**src/rtl/log_timestamp_to_number_assert.svh**
```systemverilog
// Assertion macros used by the top RTL file of the timestamp converter.
`ifndef LOG_TIMESTAMP_TO_NUMBER_ASSERT_SVH
`define LOG_TIMESTAMP_TO_NUMBER_ASSERT_SVH

// Same-cycle implication, checked outside reset.
`define LTS_ASSERT_IMPLY(label, clk, rst_n, ante, cons) \
  label: assert property (@(posedge clk) disable iff (!rst_n) (ante) |-> (cons)) \
    else $error("lts: same-cycle check failed");

// Next-cycle implication, checked outside reset.
`define LTS_ASSERT_NEXT(label, clk, rst_n, ante, cons) \
  label: assert property (@(posedge clk) disable iff (!rst_n) (ante) |=> (cons)) \
    else $error("lts: next-cycle check failed");

`endif

```
**src/rtl/lts_pkg.sv**
```systemverilog
package lts_pkg;

  typedef enum logic [2:0] {
    PH_MONTH,
    PH_SKIP1,
    PH_DAY,
    PH_SKIP2,
    PH_HOUR,
    PH_MINUTE,
    PH_SECOND
  } phase_t;

  // Decoded fields of one finished timestamp; year, hour, minute and second are range-checked.
  typedef struct packed {
    logic [13:0] year;
    logic [3:0]  month;
    logic [6:0]  day;
    logic [4:0]  hour;
    logic [5:0]  minute;
    logic [5:0]  second;
  } fields_t;

  typedef struct packed {
    phase_t      phase;
    logic [1:0]  char_index;
  } parse_stat_t;

  localparam logic [13:0] YEAR_RESET = 14'd2025;
  localparam logic [13:0] YEAR_MAX   = 14'd9999;
  localparam logic [6:0]  HOUR_MAX   = 7'd23;
  localparam logic [6:0]  MINSEC_MAX = 7'd59;
  localparam logic [10:0] ACC_MAX    = 11'd99;

  localparam logic [16:0] SCALE_1E5  = 17'd100000;
  localparam logic [19:0] SCALE_1E6  = 20'd1000000;
  localparam logic [13:0] SCALE_1E4  = 14'd10000;
  localparam logic [6:0]  SCALE_1E2  = 7'd100;
  localparam logic [46:0] DATE_MAX   = 47'd99991299235959;

  // Character codes.
  localparam logic [7:0] CH_SPACE = 8'h20;
  localparam logic [7:0] CH_COLON = 8'h3A;
  localparam logic [7:0] CH_ZERO  = 8'h30;
  localparam logic [7:0] CH_NINE  = 8'h39;
  localparam logic [7:0] CH_UP_A  = 8'h41;
  localparam logic [7:0] CH_UP_F  = 8'h46;
  localparam logic [7:0] CH_UP_J  = 8'h4A;
  localparam logic [7:0] CH_UP_M  = 8'h4D;
  localparam logic [7:0] CH_UP_N  = 8'h4E;
  localparam logic [7:0] CH_UP_O  = 8'h4F;
  localparam logic [7:0] CH_UP_S  = 8'h53;
  localparam logic [7:0] CH_LO_A  = 8'h61;
  localparam logic [7:0] CH_LO_E  = 8'h65;
  localparam logic [7:0] CH_LO_N  = 8'h6E;
  localparam logic [7:0] CH_LO_R  = 8'h72;

  // Months by number.
  localparam logic [3:0] MON_JAN = 4'd1;
  localparam logic [3:0] MON_FEB = 4'd2;
  localparam logic [3:0] MON_MAR = 4'd3;
  localparam logic [3:0] MON_APR = 4'd4;
  localparam logic [3:0] MON_MAY = 4'd5;
  localparam logic [3:0] MON_JUN = 4'd6;
  localparam logic [3:0] MON_JUL = 4'd7;
  localparam logic [3:0] MON_AUG = 4'd8;
  localparam logic [3:0] MON_SEP = 4'd9;
  localparam logic [3:0] MON_OCT = 4'd10;
  localparam logic [3:0] MON_NOV = 4'd11;
  localparam logic [3:0] MON_DEC = 4'd12;

  // Shift one decimal digit into a two-digit accumulator, saturating at 99.
  // Anything that is not a digit leaves the accumulator unchanged.
  function automatic logic [6:0] acc_digit(input logic [6:0] acc, input logic [7:0] c);
    logic [7:0]  rel;
    logic [10:0] v;
    rel = c - CH_ZERO;
    v   = 11'(acc) * 11'd10 + 11'(rel[3:0]);
    if (c < CH_ZERO || c > CH_NINE) begin
      return acc;
    end else if (v > ACC_MAX) begin
      return ACC_MAX[6:0];
    end else begin
      return v[6:0];
    end
  endfunction

  function automatic logic [3:0] month_number(input logic [7:0] c0, input logic [7:0] c1,
                                              input logic [7:0] c2);
    logic [3:0] m;
    priority if (c0 == CH_UP_J) begin
      priority if (c1 == CH_LO_A) m = MON_JAN;
      else if (c2 == CH_LO_N)     m = MON_JUN;
      else                        m = MON_JUL;
    end else if (c0 == CH_UP_F) begin
      m = MON_FEB;
    end else if (c0 == CH_UP_M) begin
      m = (c2 == CH_LO_R) ? MON_MAR : MON_MAY;
    end else if (c0 == CH_UP_A) begin
      m = (c2 == CH_LO_R) ? MON_APR : MON_AUG;
    end else if (c0 == CH_UP_S) begin
      m = MON_SEP;
    end else if (c0 == CH_UP_O) begin
      m = MON_OCT;
    end else if (c0 == CH_UP_N) begin
      m = MON_NOV;
    end else if (c0 == CH_LO_E) begin
      m = MON_JAN;
    end else begin
      m = MON_DEC;
    end
    return m;
  endfunction

endpackage

```
**src/rtl/lts_parse.sv**
```systemverilog
module lts_parse (
  input  logic                 clk,
  input  logic                 rst_n,
  input  logic                 take,
  input  logic [7:0]           char_in,
  input  logic                 is_last,
  input  logic [13:0]          base_year,
  output lts_pkg::fields_t     fields,
  output lts_pkg::parse_stat_t stat
);

  lts_pkg::phase_t phase_r, phase_nxt;
  logic [1:0] char_index_r, char_index_nxt;
  logic [7:0] month_chars_r [3];
  logic [7:0] month_chars_nxt [3];
  logic [6:0] day_acc_r, day_acc_nxt;
  logic [6:0] hour_acc_r, hour_acc_nxt;
  logic [6:0] minute_acc_r, minute_acc_nxt;
  logic [6:0] second_acc_r, second_acc_nxt;
  logic       time_has_hour, time_has_minsec;

  // Phase transitions for one character.
  always_comb begin
    phase_nxt = phase_r;
    unique case (phase_r)
      lts_pkg::PH_MONTH: begin
        if (char_index_r == 2'd2) phase_nxt = lts_pkg::PH_SKIP1;
      end
      lts_pkg::PH_SKIP1: begin
        if (char_in != lts_pkg::CH_SPACE) phase_nxt = lts_pkg::PH_DAY;
      end
      lts_pkg::PH_DAY: begin
        if (char_in == lts_pkg::CH_SPACE) phase_nxt = lts_pkg::PH_SKIP2;
      end
      lts_pkg::PH_SKIP2: begin
        if (char_in == lts_pkg::CH_COLON) phase_nxt = lts_pkg::PH_MINUTE;
        else if (char_in != lts_pkg::CH_SPACE) phase_nxt = lts_pkg::PH_HOUR;
      end
      lts_pkg::PH_HOUR: begin
        if (char_in == lts_pkg::CH_COLON) phase_nxt = lts_pkg::PH_MINUTE;
      end
      lts_pkg::PH_MINUTE: begin
        if (char_in == lts_pkg::CH_COLON) phase_nxt = lts_pkg::PH_SECOND;
      end
      lts_pkg::PH_SECOND: phase_nxt = lts_pkg::PH_SECOND;
      default:            phase_nxt = lts_pkg::PH_MONTH;
    endcase
  end

  // Datapath updates for one character.
  always_comb begin
    char_index_nxt  = char_index_r;
    month_chars_nxt = month_chars_r;
    day_acc_nxt     = day_acc_r;
    hour_acc_nxt    = hour_acc_r;
    minute_acc_nxt  = minute_acc_r;
    second_acc_nxt  = second_acc_r;
    unique case (phase_r)
      lts_pkg::PH_MONTH: begin
        month_chars_nxt[char_index_r] = char_in;
        char_index_nxt = char_index_r + 2'd1;
      end
      lts_pkg::PH_SKIP1: begin
        if (char_in != lts_pkg::CH_SPACE) day_acc_nxt = lts_pkg::acc_digit(day_acc_r, char_in);
      end
      lts_pkg::PH_DAY: begin
        if (char_in != lts_pkg::CH_SPACE) day_acc_nxt = lts_pkg::acc_digit(day_acc_r, char_in);
      end
      lts_pkg::PH_SKIP2: begin
        if (char_in != lts_pkg::CH_SPACE && char_in != lts_pkg::CH_COLON) begin
          hour_acc_nxt = lts_pkg::acc_digit(hour_acc_r, char_in);
        end
      end
      lts_pkg::PH_HOUR: begin
        if (char_in != lts_pkg::CH_COLON) hour_acc_nxt = lts_pkg::acc_digit(hour_acc_r, char_in);
      end
      lts_pkg::PH_MINUTE: begin
        if (char_in != lts_pkg::CH_COLON) begin
          minute_acc_nxt = lts_pkg::acc_digit(minute_acc_r, char_in);
        end
      end
      lts_pkg::PH_SECOND: begin
        second_acc_nxt = lts_pkg::acc_digit(second_acc_r, char_in);
      end
      default: begin
        char_index_nxt = char_index_r;
      end
    endcase
  end

  // The hour counts once a colon has closed it; minute and second need the second colon.
  always_comb begin
    time_has_hour   = (phase_nxt == lts_pkg::PH_MINUTE) || (phase_nxt == lts_pkg::PH_SECOND);
    time_has_minsec = (phase_nxt == lts_pkg::PH_SECOND);
    fields.year   = (base_year > lts_pkg::YEAR_MAX) ? lts_pkg::YEAR_MAX : base_year;
    fields.month  = lts_pkg::month_number(month_chars_nxt[0], month_chars_nxt[1],
                                          month_chars_nxt[2]);
    fields.day    = day_acc_nxt;
    fields.hour   = (time_has_hour && hour_acc_nxt <= lts_pkg::HOUR_MAX) ? hour_acc_nxt[4:0]
                                                                         : 5'd0;
    fields.minute = (time_has_minsec && minute_acc_nxt <= lts_pkg::MINSEC_MAX)
                    ? minute_acc_nxt[5:0] : 6'd0;
    fields.second = (time_has_minsec && second_acc_nxt <= lts_pkg::MINSEC_MAX)
                    ? second_acc_nxt[5:0] : 6'd0;
    stat.phase      = phase_r;
    stat.char_index = char_index_r;
  end

  always_ff @(posedge clk) begin
    if (!rst_n || (take && is_last)) begin
      phase_r        <= lts_pkg::PH_MONTH;
      char_index_r   <= 2'd0;
      month_chars_r  <= '{default: 8'd0};
      day_acc_r      <= 7'd0;
      hour_acc_r     <= 7'd0;
      minute_acc_r   <= 7'd0;
      second_acc_r   <= 7'd0;
    end else if (take) begin
      phase_r        <= phase_nxt;
      char_index_r   <= char_index_nxt;
      month_chars_r  <= month_chars_nxt;
      day_acc_r      <= day_acc_nxt;
      hour_acc_r     <= hour_acc_nxt;
      minute_acc_r   <= minute_acc_nxt;
      second_acc_r   <= second_acc_nxt;
    end
  end

endmodule

```
**src/rtl/lts_pack.sv**
```systemverilog
module lts_pack (
  input  logic             clk,
  input  logic             rst_n,
  input  logic             load,
  input  lts_pkg::fields_t fields,
  output logic             load_ready,
  output logic             out_valid,
  input  logic             out_ready,
  output logic [46:0]      out_date_value
);

  logic v1_r, v2_r, v3_r, v4_r;
  logic en1, en2, en3, en4;

  lts_pkg::fields_t f1_r;
  logic [30:0] yr5_r, yr5_nxt;
  logic [10:0] md_r, md_nxt;
  logic [17:0] hms_r, hms_nxt;
  logic [46:0] yrt_r, yrt_nxt;
  logic [30:0] low_r, low_nxt;
  logic [46:0] date_r, date_nxt;

  // A stage may load when it is empty or its word moves on in the same cycle.
  always_comb begin
    en4 = !v4_r || out_ready;
    en3 = !v3_r || en4;
    en2 = !v2_r || en3;
    en1 = !v1_r || en2;
    load_ready = en1;
  end

  always_comb begin
    yr5_nxt = 31'(31'(f1_r.year) * 31'(lts_pkg::SCALE_1E5));
    md_nxt  = 11'(11'(f1_r.month) * 11'(lts_pkg::SCALE_1E2) + 11'(f1_r.day));
    hms_nxt = 18'(18'(f1_r.hour) * 18'(lts_pkg::SCALE_1E4)
                  + 18'(f1_r.minute) * 18'(lts_pkg::SCALE_1E2) + 18'(f1_r.second));
    yrt_nxt = 47'(47'(yr5_r) * 47'(lts_pkg::SCALE_1E5));
    low_nxt = 31'(31'(md_r) * 31'(lts_pkg::SCALE_1E6) + 31'(hms_r));
    date_nxt = yrt_r + 47'(low_r);
  end

  always_ff @(posedge clk) begin
    if (!rst_n) begin
      v1_r <= 1'b0;
      v2_r <= 1'b0;
      v3_r <= 1'b0;
      v4_r <= 1'b0;
    end else begin
      if (en1) v1_r <= load;
      if (en2) v2_r <= v1_r;
      if (en3) v3_r <= v2_r;
      if (en4) v4_r <= v3_r;
    end
  end

  always_ff @(posedge clk) begin
    if (en1) f1_r <= fields;
    if (en2) begin
      yr5_r <= yr5_nxt;
      md_r  <= md_nxt;
      hms_r <= hms_nxt;
    end
    if (en3) begin
      yrt_r <= yrt_nxt;
      low_r <= low_nxt;
    end
    if (en4) date_r <= date_nxt;
  end

  assign out_valid      = v4_r;
  assign out_date_value = date_r;

endmodule

```
**src/rtl/log_timestamp_to_number.sv**
```systemverilog
// Log timestamp converter. A string such as "Jun  5 14:03:22" enters one
// character per word on the in_ channel (in_char_in, with in_is_last marking
// the final character). For each string the out_ channel delivers one word,
// out_date_value, packed as decimal YYYYMMDDHHMMSS so that values compare in
// time order. Characters before the last produce nothing on the output.
// The cfg_ port writes the year (cfg_we with cfg_data, no wait); it is taken
// for a string when that string's last character is accepted.
// One character is taken per cycle while in_ready is high. A result reaches
// out_valid through four registers: the first holds the decoded fields, the
// next two hold the partial products of the constant multiplies, and the
// last is the output register.
// When the receiver stalls, up to four results queue in the stages; in_ready
// drops only once all four are full and the output word is not taken.
// Reset (synchronous, active low) empties the stages, clears the parser back
// to the month characters and sets the year to 2025.
`include "log_timestamp_to_number_assert.svh"

module log_timestamp_to_number (
  input  logic        clk,
  input  logic        rst_n,
  input  logic        in_valid,
  output logic        in_ready,
  input  logic [7:0]  in_char_in,
  input  logic        in_is_last,
  output logic        out_valid,
  input  logic        out_ready,
  output logic [46:0] out_date_value,
  input  logic        cfg_we,
  input  logic [13:0] cfg_data
);

  logic [13:0]          base_year_r;
  logic                 in_take;
  lts_pkg::fields_t     fields;
  lts_pkg::parse_stat_t stat;

  // Year register; a value above 9999 is clamped at the parser.
  always_ff @(posedge clk) begin
    if (!rst_n) begin
      base_year_r <= lts_pkg::YEAR_RESET;
    end else if (cfg_we) begin
      base_year_r <= cfg_data;
    end
  end

  assign in_take = in_valid && in_ready;

  // Character parser: phase tracking and the digit accumulators.
  lts_parse u_parse (
    .clk       (clk),
    .rst_n     (rst_n),
    .take      (in_take),
    .char_in   (in_char_in),
    .is_last   (in_is_last),
    .base_year (base_year_r),
    .fields    (fields),
    .stat      (stat)
  );

  // Result pipeline: turns the decoded fields into the packed number.
  lts_pack u_pack (
    .clk            (clk),
    .rst_n          (rst_n),
    .load           (in_take && in_is_last),
    .fields         (fields),
    .load_ready     (in_ready),
    .out_valid      (out_valid),
    .out_ready      (out_ready),
    .out_date_value (out_date_value)
  );

  // The last character always leaves the parser ready for a fresh month.
  `LTS_ASSERT_NEXT(a_clear_after_last, clk, rst_n, in_take && in_is_last,
                   stat.phase == lts_pkg::PH_MONTH && stat.char_index == 2'd0)

  // Input backpressure only happens behind a stalled, full output.
  `LTS_ASSERT_IMPLY(a_stall_cause, clk, rst_n, !in_ready, out_valid && !out_ready)

  // Every packed result stays within the largest legal timestamp.
  `LTS_ASSERT_IMPLY(a_result_range, clk, rst_n, out_valid,
                    out_date_value <= lts_pkg::DATE_MAX)

endmodule

```
**config.mk**
```make
export PLATFORM = sky130hd
export DESIGN_NAME = log_timestamp_to_number
export DESIGN_NICKNAME = d
export VERILOG_FILES = /design/src/rtl/lts_pkg.sv /design/src/rtl/lts_parse.sv /design/src/rtl/lts_pack.sv /design/src/rtl/log_timestamp_to_number.sv
export VERILOG_INCLUDE_DIRS = /design/src /design/src/rtl
export SDC_FILE = /design/constraint.sdc
export NUM_CORES = 1
export LEC_CHECK = 0
export ABC_AREA = 0
export BUFFER_PORTS_ARGS = -buffer_cell sky130_fd_sc_hd__clkbuf_2
export CORE_MARGIN = 2
export CORE_UTILIZATION = 56
export DETAILED_ROUTE_END_ITERATION = 7
export GPL_ROUTABILITY_DRIVEN = 0
export GPL_TIMING_DRIVEN = 0
export MAX_ROUTING_LAYER = met4
export PLACE_DENSITY = 0.74
export SLEW_MARGIN = 25
export SYNTH_ARGS = -nofsm -noshare
export SYNTH_HDL_FRONTEND = slang
export SYNTH_SLANG_ARGS = --single-unit
```
**constraint.sdc**
```tcl
create_clock -name clk -period 7.5 [get_ports clk]
set_clock_uncertainty 0.15 [all_clocks]
set_input_delay 0.75 -clock clk [delete_from_list [all_inputs] [get_ports clk]]
set_output_delay 0.75 -clock clk [all_outputs]
set_load 0.02 [all_outputs]
```
==> results.txt, run 1 <==
The run finished with clean final reports. The most used flip-flop cell after synthesis is sky130_fd_sc_hd__edfxtp_1. The die covers 0.0490 mm^2. The pin count of the biggest net entering global routing is 48.

The first global-routing pass estimated roughly 88 mm of wire. Yosys printed 0 warnings. Setup repair after global routing left no endpoint under its margin. The final-report max-slew violation count came out at 0. The setup fix buffers added after clock tree synthesis came out at 0. The largest fanout on the critical path came out at 6.

The transition at the pin with the smallest max-transition slack is 0.951 ns. The total wire length after detailed routing came out at 51.4 mm. The fraction of final layout cells with drive strength greater than 1 is 6.63%.

The path class of the tightest hold or removal check is input port to register. The total congestion overflow after global routing came out at 0. The instance area at placement is around 0.028 mm^2.

The number of failing hold endpoints at the final stage came out at 0. TritonCTS built the clock tree. Relative to the synthesized area, the layout overhead comes to 8.80%. In this run the number of H-tree levels came out at 1.

The async set-reset flop share out of synthesis came out at 0%. The core region is 0.0466 mm^2. The critical path in this run is classified as register to register. The number of antenna violations at the first check in global routing is 0. The setup TNS after final layout is 0 ns. The final critical-path share of the clock period came out at 78.9%.

In this run, the number of DRC markers left after iteration 0 of detailed routing was roughly 960. Across every metal layer, demand over resource in global routing totals 21.9%. The netlist uses 84 different library cells. The register bit count reported by yosys is between 200 and 300. The number of nets in the synthesized netlist is 3223. The average detailed-routed wire length per instance came out at 15.6 um. The initial core utilization came out at 56.8%.

The kind of start point of the critical path is a register. In this run the core area contains 79 standard-cell rows. The overall die height is 221 um.

The most frequent standard cell in the layout excluding fill and tap cells is sky130_fd_sc_hd__ha_1. The HPWL after detailed placement is 42.4 mm. The count of flip-flops with a built-in enable after synthesis came out at 212.

The remaining antenna violation count came out at 0. The worst path required time is 7.63 ns. The worst path in the final design needs a cycle of slightly below 6 ns, including I/O delays and setup. The final net count came out at 3335. The fmax is between 0.15 and 0.2 GHz.

The sequential cell area fraction in the yosys report is slightly below 30%. The cell area after technology mapping came out at 0.0264 mm^2. After clock tree synthesis, the repair step resized 0 gates. The vias after detailed routing is 18217.

The clock latency on the worst-skew pair is about 0.57 ns. The final cell area excluding filler cells came out at 0.0288 mm^2. The number of DRC violations after detailed routing came out at 0. Port buffering added 74 buffers. After clock tree synthesis, the clock-pin slew on the worst setup and hold paths is 0.06 ns. The number of buffers added by the clock tree synthesis step came out at 31. Using the TritonRoute via totals, the vias-per-cell ratio works out to about 5.5.

The final-layout worst hold slack is 0.251 ns. The via count of the first global-routing pass came out at 18767. The I/O pin count is 77. The horizontal die dimension came out at 221 um. The mean area per synthesized cell is between 10 and 15 um^2. The worst setup path is captured at a register. The cell sitting at the root of the clock tree is a sky130_fd_sc_hd__clkbuf_16. The count of clock tree sinks came out at around 290. The total of endpoints with negative setup slack in the final report is 0. The detailed-routing iteration count for the pre-antenna-repair pass came out at 6.

The final-layout fill cell count came out at 3708. The count of hold-fix buffers inserted at cts came out at 0. The register-to-register path setup slack came out at approximately 1.6 ns.

The number of antenna diodes came out at 0. The max-capacitance violation count came out at 0. The arrival time of the worst setup path is between 6 and 7 ns.

The number of buffers between clock root and the deepest sink came out at 3. Synthesis produced a netlist whose cell count is 2550. Leaving out fill and tap cells, the most frequent cells in the layout are sky130_fd_sc_hd__ha_1 (475), sky130_fd_sc_hd__inv_1 (359), sky130_fd_sc_hd__edfxtp_1 (212), sky130_fd_sc_hd__fa_1 (170), sky130_fd_sc_hd__a21oi_1 (136).

The tightest slew margin relative to the limit is 36.4%.
-- path summary, 6_finish.rpt --
path	start	end	cells past startpoint
worst min-delay path	cfg_data[8]	base_year_r[8]$_SDFFE_PN1P_	3
worst max-delay path	u_pack.md_r[3]$_DFFE_PP_	u_pack.low_r[30]$_DFFE_PP_	17
worst min register to register	u_pack.hms_r[4]$_DFFE_PP_	u_pack.low_r[4]$_DFFE_PP_	0
worst max register to register	u_pack.md_r[3]$_DFFE_PP_	u_pack.low_r[30]$_DFFE_PP_	17
-- layout make-up --
class                      count  area, um^2  share of cell area (%)
buffer                        37         150                   0.522
clock buffer                  41         917                    3.19
clock inverter                16         176                   0.613
inverter                     360        1350                    4.71
multi-input combinational   1866       17100                    59.4
sequential                   287        7870                    27.4
tap                          607         759                    2.64
timing repair buffer          79         444                    1.54
-- logic make-up after synthesis --
group           after synthesis  synth area share [%]
compound gates              447                  11.1
xor+xnor                    184                  6.15
buf+inv                     397                  5.68
fa+ha+maj                   645                  35.4
mux                          33                  1.27
flops                       287                  29.8
simple gates                557                  10.7
-- Yosys cell counts (all sizes together), types with 14 or more instances --
cell type,number,area share [%]
o21bai,18,0.51
and2,19,0.45
o21a,23,0.65
nor3,53,1.1
xnor2,128,4.3
and3,17,0.40
a211oi,35,0.99
nand2b,33,0.79
nand2,127,1.8
nand3,51,0.98
nor2,134,1.9
inv,360,5.1
xor2,56,1.9
nor3b,14,0.47
dfxtp,75,5.7
o21ai,71,1.3
ha,475,22
edfxtp,212,24
fa,170,13
nand4,14,0.33
nor2b,41,0.97
a21oi,136,2.6
clkbuf,29,0.41
mux2i,32,1.2
a31oi,18,0.45
a21o,45,1.3
-- state kept, by name (all words and copies together) (netlist names), 11 cells and up --
register               flops
u_pack.out_date_value     47
u_pack.f1_r               42
u_pack.yrt_r              37
u_pack.low_r              31
u_pack.yr5_r              26
u_parse.month_chars_r     24
u_pack.hms_r              18
base_year_r               14
u_pack.md_r               11
-- worst max-delay path: stages (launching register included) --
cell,delay [ns]
sky130_fd_sc_hd__edfxtp_1,0.54
sky130_fd_sc_hd__fa_1,0.54
sky130_fd_sc_hd__ha_1,0.33
sky130_fd_sc_hd__fa_1,0.49
sky130_fd_sc_hd__inv_1,0.06
sky130_fd_sc_hd__fa_1,0.54
sky130_fd_sc_hd__inv_1,0.06
sky130_fd_sc_hd__fa_1,0.42
sky130_fd_sc_hd__ha_1,0.37
sky130_fd_sc_hd__a211oi_1,0.23
sky130_fd_sc_hd__o21bai_1,0.12
sky130_fd_sc_hd__a21o_1,0.24
sky130_fd_sc_hd__a221oi_1,0.31
sky130_fd_sc_hd__xnor2_1,0.18
sky130_fd_sc_hd__nand4_1,0.12
sky130_fd_sc_hd__a311o_1,0.41
sky130_fd_sc_hd__nor4_1,0.33
sky130_fd_sc_hd__xnor2_1,0.19
-- metrics by stage --
stage | utilization, % | setup WS, ns | std cells
after detailed placement | 59.4 | 1.60 | 3236
after floorplan | - | 2.03 | 2550
final | 61.8 | 1.58 | 3293
after global placement | 59.2 | 1.67 | 3231
after CTS | 61.8 | 1.58 | 3293
after global routing | 61.8 | 1.27 | 3293
-- routing by layer --
metal	share of wire (%)	track usage [%]
met4	2.0	5.41
met1	45	27.7
met2	49	37.7
met5	0	-
met3	4.0	2.58
Power of run 1 is not shown: default switching activity piles up to over one toggle a cycle in this logic, so the estimate is an artifact.
==> inputs of run 2 (changes only) <==
==> constraint.sdc (replaced) <==
create_clock -name clk -period 5.7 [get_ports clk]
set_clock_uncertainty 0.15 [all_clocks]
set_input_delay 0.57 -clock clk [delete_from_list [all_inputs] [get_ports clk]]
set_output_delay 0.57 -clock clk [all_outputs]
set_load 0.02 [all_outputs]
==> results.txt, run 2 (synthesis gave the netlist of run 1 again) <==
The flow ran to the end, and the final reports show no timing, DRC or antenna violations. The number of design-rule violations left by the first detailed-router iteration was 1092 (+13%). The total number of placement rows came out at 79 (unchanged). The area growth from synthesis to final layout is 9.39%. The count of clock tree sinks came out at 287 (unchanged). The total of endpoints with negative setup slack in the final report is 0 (unchanged). The via count of the first global-routing pass came out at 18792 (+0.13%).

The register-to-register path setup slack is 0.18 ns (-1.41 ns). The worst hold path belongs to the class input port to register. The met2 capacity usage during global routing is 37.8% (+0.060 points). The max-capacitance violation count came to 0 (unchanged). The total wire length after detailed routing is 51.8 mm (+0.72%).

The initial core utilization is 56.8% (unchanged). In the layout the commonest cells are sky130_fd_sc_hd__ha_1 (472), sky130_fd_sc_hd__inv_1 (359), sky130_fd_sc_hd__edfxtp_1 (212), sky130_fd_sc_hd__fa_1 (170), sky130_fd_sc_hd__a21oi_1 (136). The fraction of final layout cells with drive strength greater than 1 is 7.38% (+0.75 points). The arrival time of the worst setup path is 5.67 ns (-0.38 ns). The most critical setup path has its endpoint at u_pack.low_r[28]$_DFFE_PP_.

The number of buffers between clock root and the deepest sink is 3 (unchanged). The detailed-routing iteration count for the pre-antenna-repair pass is 5 (-1). The I/O pin count came out at 77 (unchanged). The total congestion overflow after global routing is 0 (unchanged). The post-route worst setup slack is 0.179 ns (-1.41 ns). The number of antenna diodes is 0 (unchanged). The worst-case setup slack after placement came out at -0.205 ns (-1.80 ns). The tree is rooted in a sky130_fd_sc_hd__clkbuf_16. The pin count of the biggest net entering global routing is 48 (unchanged).

The met3 usage came out at 2.59% (+0.013 points). The remaining antenna violation count came out at 0 (unchanged). The critical register-to-register path startpoint is u_pack.md_r[4]$_DFFE_PP_. The met1 usage came to 27.7% (+0.052 points). The vias after detailed routing is 18297 (+0.44%). The number of DRC violations after detailed routing is 0 (unchanged).

In this run the most used layer during global routing was met2. The final net count came out at 3345 (+0.30%). The count of hold-fix buffers inserted at cts came out at 0 (unchanged). Tracing the worst setup path back leads to its startpoint at u_pack.md_r[4]$_DFFE_PP_. The length in cells of the worst reg-to-reg path is 17 (unchanged).

The tightest slew margin relative to the limit came out at 36.6% (+0.18 points). The final-layout fill cell count is 3688 (-0.54%). The final core utilization came out at 62.1% (+0.34 points).

The horizontal die dimension came to 221 um (unchanged). The clock latency on the worst-skew pair came out at 0.57 ns (about the same). TritonCTS built the clock tree. The number of H-tree levels came to 1 (unchanged). The library cell used most frequently in the layout, excluding fill and tap cells, is sky130_fd_sc_hd__ha_1. The final-report max-slew violation count came out at 0 (unchanged).

The fmax is 0.181 GHz (+7.1%). The overall track demand over capacity in global routing is 22.0% (+0.039 points). The placeable core area came out at 0.0466 mm^2 (unchanged). The time the final worst path needs with I/O delays and setup is 5.52 ns (-0.394 ns). The path type of the worst setup path is register to register.

The vias per cell came to 5.54 (+0.14%). The number of buffers added by the clock tree synthesis step is 31 (unchanged). The number of failing hold endpoints at the final stage came out at 0 (unchanged). The kind of start point of the critical path is a register.

The largest fanout on the critical path is 6 (unchanged). The worst path required time is 5.85 ns (-1.78 ns). The endpoint type of the worst setup path is a register. The flip-flop count of the largest register, all copies and words added is 47 (unchanged). The average detailed-routed wire length per instance is 15.7 um (+0.42%). The largest registers in the layout are u_pack.out_date_value (47), u_pack.f1_r (42), u_pack.yrt_r (37). The overall die height came to 221 um (unchanged).

The HPWL after detailed placement came out at 42.4 mm (unchanged). The final critical-path share of the clock period came out at 96.9% (+18 points). The die outline area is 0.0490 mm^2 (unchanged). The transition at the pin with the smallest max-transition slack came out at 0.949 ns (-0.00265 ns). The clock transition at the registers of the reported paths was 0.06 ns (about the same). Setup repair after global routing left no endpoint under its margin. The global-route wire length before repair is 87.9 mm (+0.15%). u_pack.out_date_value holds more flip-flops than any other register.

The worst register-to-register path ends at u_pack.low_r[28]$_DFFE_PP_. The number of antenna violations at the first check in global routing is 0 (unchanged). The number of I/O port buffers is 74 (unchanged).
-- run 2: changes by cell type in the layout (fill, tap and decap cells not counted), sizes merged --
cell | before | now
buf | 13 | 23
-- run 2: worst min-delay path by stage --
stage | from | endpoint | cells after the start
CTS | cfg_data[8] | base_year_r[8]$_SDFFE_PN1P_ | 3
global placement | u_pack.f1_r[0]$_SDFFCE_PN0N_ | u_pack.hms_r[0]$_DFFE_PP_ | 0
global route | cfg_data[9] | base_year_r[9]$_SDFFE_PN1P_ | 3
finish | cfg_data[8] | base_year_r[8]$_SDFFE_PN1P_ | 3
detailed placement | u_pack.hms_r[5]$_DFFE_PP_ | u_pack.low_r[5]$_DFFE_PP_ | 0
floorplan | u_pack.f1_r[0]$_SDFFCE_PN0N_ | u_pack.hms_r[0]$_DFFE_PP_ | 0
-- run 2: final cells by class --
cell class / instances / area, um^2 / share of cell area, %
Buffer: 37 / 150 / 0.519
Clock buffer: 41 / 917 / 3.17
Tap cell: 607 / 759 / 2.63
Sequential cell: 287 / 7870 / 27.2
Clock inverter: 16 / 176 / 0.610
Inverter: 360 / 1350 / 4.68
Timing Repair Buffer: 89 / 519 / 1.80
Multi-Input combinational cell: 1866 / 17200 / 59.4
-- run 2: stage by stage --
step / area (um^2) / cells / hold WS (ns) / TNS [ns]
2_1_floorplan: 26400 / 2550 / 0.250 / 0
3_3_place_gp: 27600 / 3231 / 0.256 / -0.277
3_5_place_dp: 27700 / 3236 / 0.255 / -0.502
4_1_cts: 28800 / 3296 / 0.0414 / 0
5_1_grt: 28900 / 3303 / 0.0666 / 0
6_report: 28900 / 3303 / 0.0699 / 0
-- run 2: timing repair --
action                                  in CTS  in global routing
setup buffers                                3                  7
resized for setup                            3                 10
endpoints found under the setup margin       3                 12
endpoints found under the hold margin        0                  0
pin swaps                                    0                  6
-- run 2: metal layers --
| layer | vias up | part of all wire [%] | wire length (um) |
|---|---|---|---|
| li1 | 9171 | - | - |
| met1 | 8670 | 45 | 23400 |
| met2 | 371 | 49 | 25200 |
| met3 | 85 | 4.0 | 2060 |
| met4 | 0 | 2.2 | 1130 |
| met5 | - | 0 | 0 |
-- run 2: critical path, cell delays in order (launching register included) --
cell	delay [ns]
sky130_fd_sc_hd__edfxtp_1	0.41
sky130_fd_sc_hd__fa_1	0.51
sky130_fd_sc_hd__ha_1	0.33
sky130_fd_sc_hd__fa_1	0.49
sky130_fd_sc_hd__inv_1	0.06
sky130_fd_sc_hd__fa_1	0.54
sky130_fd_sc_hd__inv_1	0.06
sky130_fd_sc_hd__fa_1	0.50
sky130_fd_sc_hd__ha_4	0.21
sky130_fd_sc_hd__a211oi_2	0.21
sky130_fd_sc_hd__o21bai_1	0.11
sky130_fd_sc_hd__a21o_1	0.22
sky130_fd_sc_hd__a221oi_2	0.26
sky130_fd_sc_hd__xnor2_1	0.17
sky130_fd_sc_hd__nand4_1	0.12
sky130_fd_sc_hd__a311o_1	0.39
sky130_fd_sc_hd__or3_4	0.35
sky130_fd_sc_hd__xnor2_1	0.16
Power of run 2 is left out for the same reason.
==> inputs of run 3 (changes only) <==
--- a/config.mk
+++ b/config.mk
@@ -8,7 +8,6 @@
 export LEC_CHECK = 0
 export ABC_AREA = 0
 export BUFFER_PORTS_ARGS = -buffer_cell sky130_fd_sc_hd__clkbuf_2
-export CORE_MARGIN = 2
 export CORE_UTILIZATION = 56
 export DETAILED_ROUTE_END_ITERATION = 7
 export GPL_ROUTABILITY_DRIVEN = 0
==> constraint.sdc (replaced) <==
create_clock -name clk -period 7.1 [get_ports clk]
set_clock_uncertainty 0.15 [all_clocks]
set_input_delay 0.71 -clock clk [delete_from_list [all_inputs] [get_ports clk]]
set_output_delay 0.71 -clock clk [all_outputs]
set_load 0.02 [all_outputs]
==> results.txt, run 3 (synthesis gave the netlist of run 1 again) <==
The met3 usage was 2.74% (+0.15 points). The placeable core area is 0.0466 mm^2 (unchanged). The final core utilization came out at 61.9% (-0.26 points).

The fmax came out at 0.169 GHz (-6.7%). The met2 capacity usage during global routing is 39.4% (+1.6 points). The number of buffers between clock root and the deepest sink came out at 3 (unchanged). The number of failing hold endpoints at the final stage came to 0 (unchanged). Setup repair after global routing left no endpoint under its margin.

The tightest slew margin relative to the limit is 38.8% (+2.2 points). The final net count came to 3338 (-0.21%). The largest registers in the layout are u_pack.out_date_value (47), u_pack.f1_r (42), u_pack.yrt_r (37).

The path type of the worst setup path is register to register. The time the final worst path needs with I/O delays and setup is 5.92 ns (+0.394 ns). The number of DRC violations after detailed routing came to 0 (unchanged). met2 is the most crowded layer.

The instance area at placement came out at 0.0277 mm^2 (unchanged). The detailed-routing iteration count for the pre-antenna-repair pass came out at 5 (unchanged). The path class of the tightest hold or removal check is input port to register. The arrival time of the worst setup path is 6.02 ns (+0.35 ns). In the layout the commonest cells are sky130_fd_sc_hd__ha_1 (475), sky130_fd_sc_hd__inv_1 (359), sky130_fd_sc_hd__edfxtp_1 (212), sky130_fd_sc_hd__fa_1 (170), sky130_fd_sc_hd__a21oi_1 (136). The total congestion overflow after global routing is 0 (unchanged).

The average detailed-routed wire length per instance is 15.7 um (about the same). The max-capacitance violation count came out at 0 (unchanged). TritonCTS built the clock tree. The final-report max-slew violation count is 0 (unchanged). The final-layout fill cell count came out at 3669 (-0.52%). The overall track demand over capacity in global routing came out at 22.9% (+0.94 points). The overall die height came to 219 um (-0.90%). The via count of the first global-routing pass came out at 18968 (+0.94%). The fraction of final layout cells with drive strength greater than 1 came to 6.47% (-0.91 points). The pin count of the biggest net entering global routing came out at 48 (unchanged).

The count of cells along the worst hold path was 3 (unchanged). The remaining antenna violation count came out at 0 (unchanged). The area growth from synthesis to layout is 8.94%. The flip-flop count of the largest register, all copies and words added is 47 (unchanged).

The count of hold-fix buffers inserted at cts was 0 (unchanged). The final cell area excluding filler cells was 0.0288 mm^2 (-0.41%). The final critical-path share of the clock period is 83.3% (-14 points). The clock transition at the registers of the reported paths is 0.06 ns (about the same). The transition at the pin with the smallest max-transition slack came to 0.915 ns (-0.0334 ns). The endpoint type of the worst setup path is a register. The total wire length after detailed routing is 51.7 mm (-0.18%). The global-route wire length before repair came out at 87.5 mm (-0.50%). The initial core utilization came out at 56.8% (unchanged). The vias per cell is 5.58 (+0.74%). The number of H-tree levels came out at 2 (+1). The setup TNS after final layout came out at 0 ns (unchanged). The number of I/O port buffers is 74 (unchanged). The vias after detailed routing is 18399 (+0.56%). The total number of placement rows is 79 (unchanged). The library cell used most frequently in the layout, excluding fill and tap cells, is sky130_fd_sc_hd__ha_1. The count of clock tree sinks came out at 287 (unchanged).

The total of endpoints with negative setup slack in the final report is 0 (unchanged). The number of design-rule violations left by the first detailed-router iteration is 1031 (-5.6%). The HPWL after detailed placement is 42.1 mm (-0.68%). The number of antenna violations at the first check in global routing came out at 0 (unchanged).

The largest fanout on the critical path came out at 6 (unchanged). The flow ran to the end, and the final reports show no timing, DRC or antenna violations. The number of buffers added by the clock tree synthesis step came to 34 (+9.7%). The worst path required time is 7.20 ns (+1.35 ns).

The count of cells resized by post-cts repair came to 0 (-3). The length in cells of the worst reg-to-reg path is 17 (unchanged). The clock latency on the worst-skew pair is 0.55 ns (-0.02 ns). The horizontal die dimension came to 219 um (-0.90%). The worst setup path is launched from a register. The setup fix buffers added after clock tree synthesis came out at 0 (-3). The clock root buffer master is sky130_fd_sc_hd__clkbuf_16. The die outline area is 0.0481 mm^2 (-1.8%).

The I/O pin count came to 77 (unchanged). The number of antenna diodes is 0 (unchanged). Counting flops per register, the top entry is u_pack.out_date_value.

The met1 usage is 28.0% (+0.33 points). The final-layout worst hold slack came out at 0.233 ns (+0.163 ns).
## run 3: routing by layer
layer	vias up	part of all wire [%]
met5	-	0
li1	9169	-
met2	403	49
met4	0	2.3
met3	95	3.9
met1	8732	45
## run 3: worst paths after layout
kind,end,from,slack [ns]
hold / removal,base_year_r[7]$_SDFFE_PN1P_,cfg_data[7],0.23
setup / recovery,u_pack.low_r[30]$_DFFE_PP_,u_pack.md_r[2]$_DFFE_PP_,1.18
hold reg to reg,u_pack.low_r[5]$_DFFE_PP_,u_pack.hms_r[5]$_DFFE_PP_,0.26
setup reg to reg,u_pack.low_r[30]$_DFFE_PP_,u_pack.md_r[2]$_DFFE_PP_,1.18
## run 3: through the flow
step / worst slack [ns] / cells
after CTS: 1.18 / 3297
after detailed placement: 1.20 / 3236
after global placement: 1.28 / 3231
after floorplan: 1.63 / 2550
final: 1.18 / 3297
after global routing: 0.897 / 3297
## run 3: worst max-delay path, stage by stage (launching register included)
cell	delay (ns)
sky130_fd_sc_hd__edfxtp_1	0.54
sky130_fd_sc_hd__fa_1	0.55
sky130_fd_sc_hd__ha_1	0.32
sky130_fd_sc_hd__fa_1	0.48
sky130_fd_sc_hd__inv_1	0.05
sky130_fd_sc_hd__fa_1	0.53
sky130_fd_sc_hd__inv_1	0.05
sky130_fd_sc_hd__fa_1	0.42
sky130_fd_sc_hd__ha_1	0.38
sky130_fd_sc_hd__a211oi_1	0.25
sky130_fd_sc_hd__o21bai_1	0.13
sky130_fd_sc_hd__a21o_1	0.24
sky130_fd_sc_hd__a221oi_1	0.31
sky130_fd_sc_hd__xnor2_1	0.18
sky130_fd_sc_hd__nand4_1	0.11
sky130_fd_sc_hd__a311o_1	0.40
sky130_fd_sc_hd__nor4_1	0.33
sky130_fd_sc_hd__xnor2_1	0.18
## run 3: area by class of cell
cell class                 count  area (um^2)  share of cell area, %
buffer                        37          150                  0.521
clock buffer                  46          918                   3.19
clock inverter                15          213                  0.738
inverter                     360         1350                   4.70
multi-input combinational   1866        17100                   59.4
sequential                   287         7870                   27.3
tap                          607          759                   2.64
timing repair buffer          79          444                   1.54
Power of run 3 is left out for the same reason.
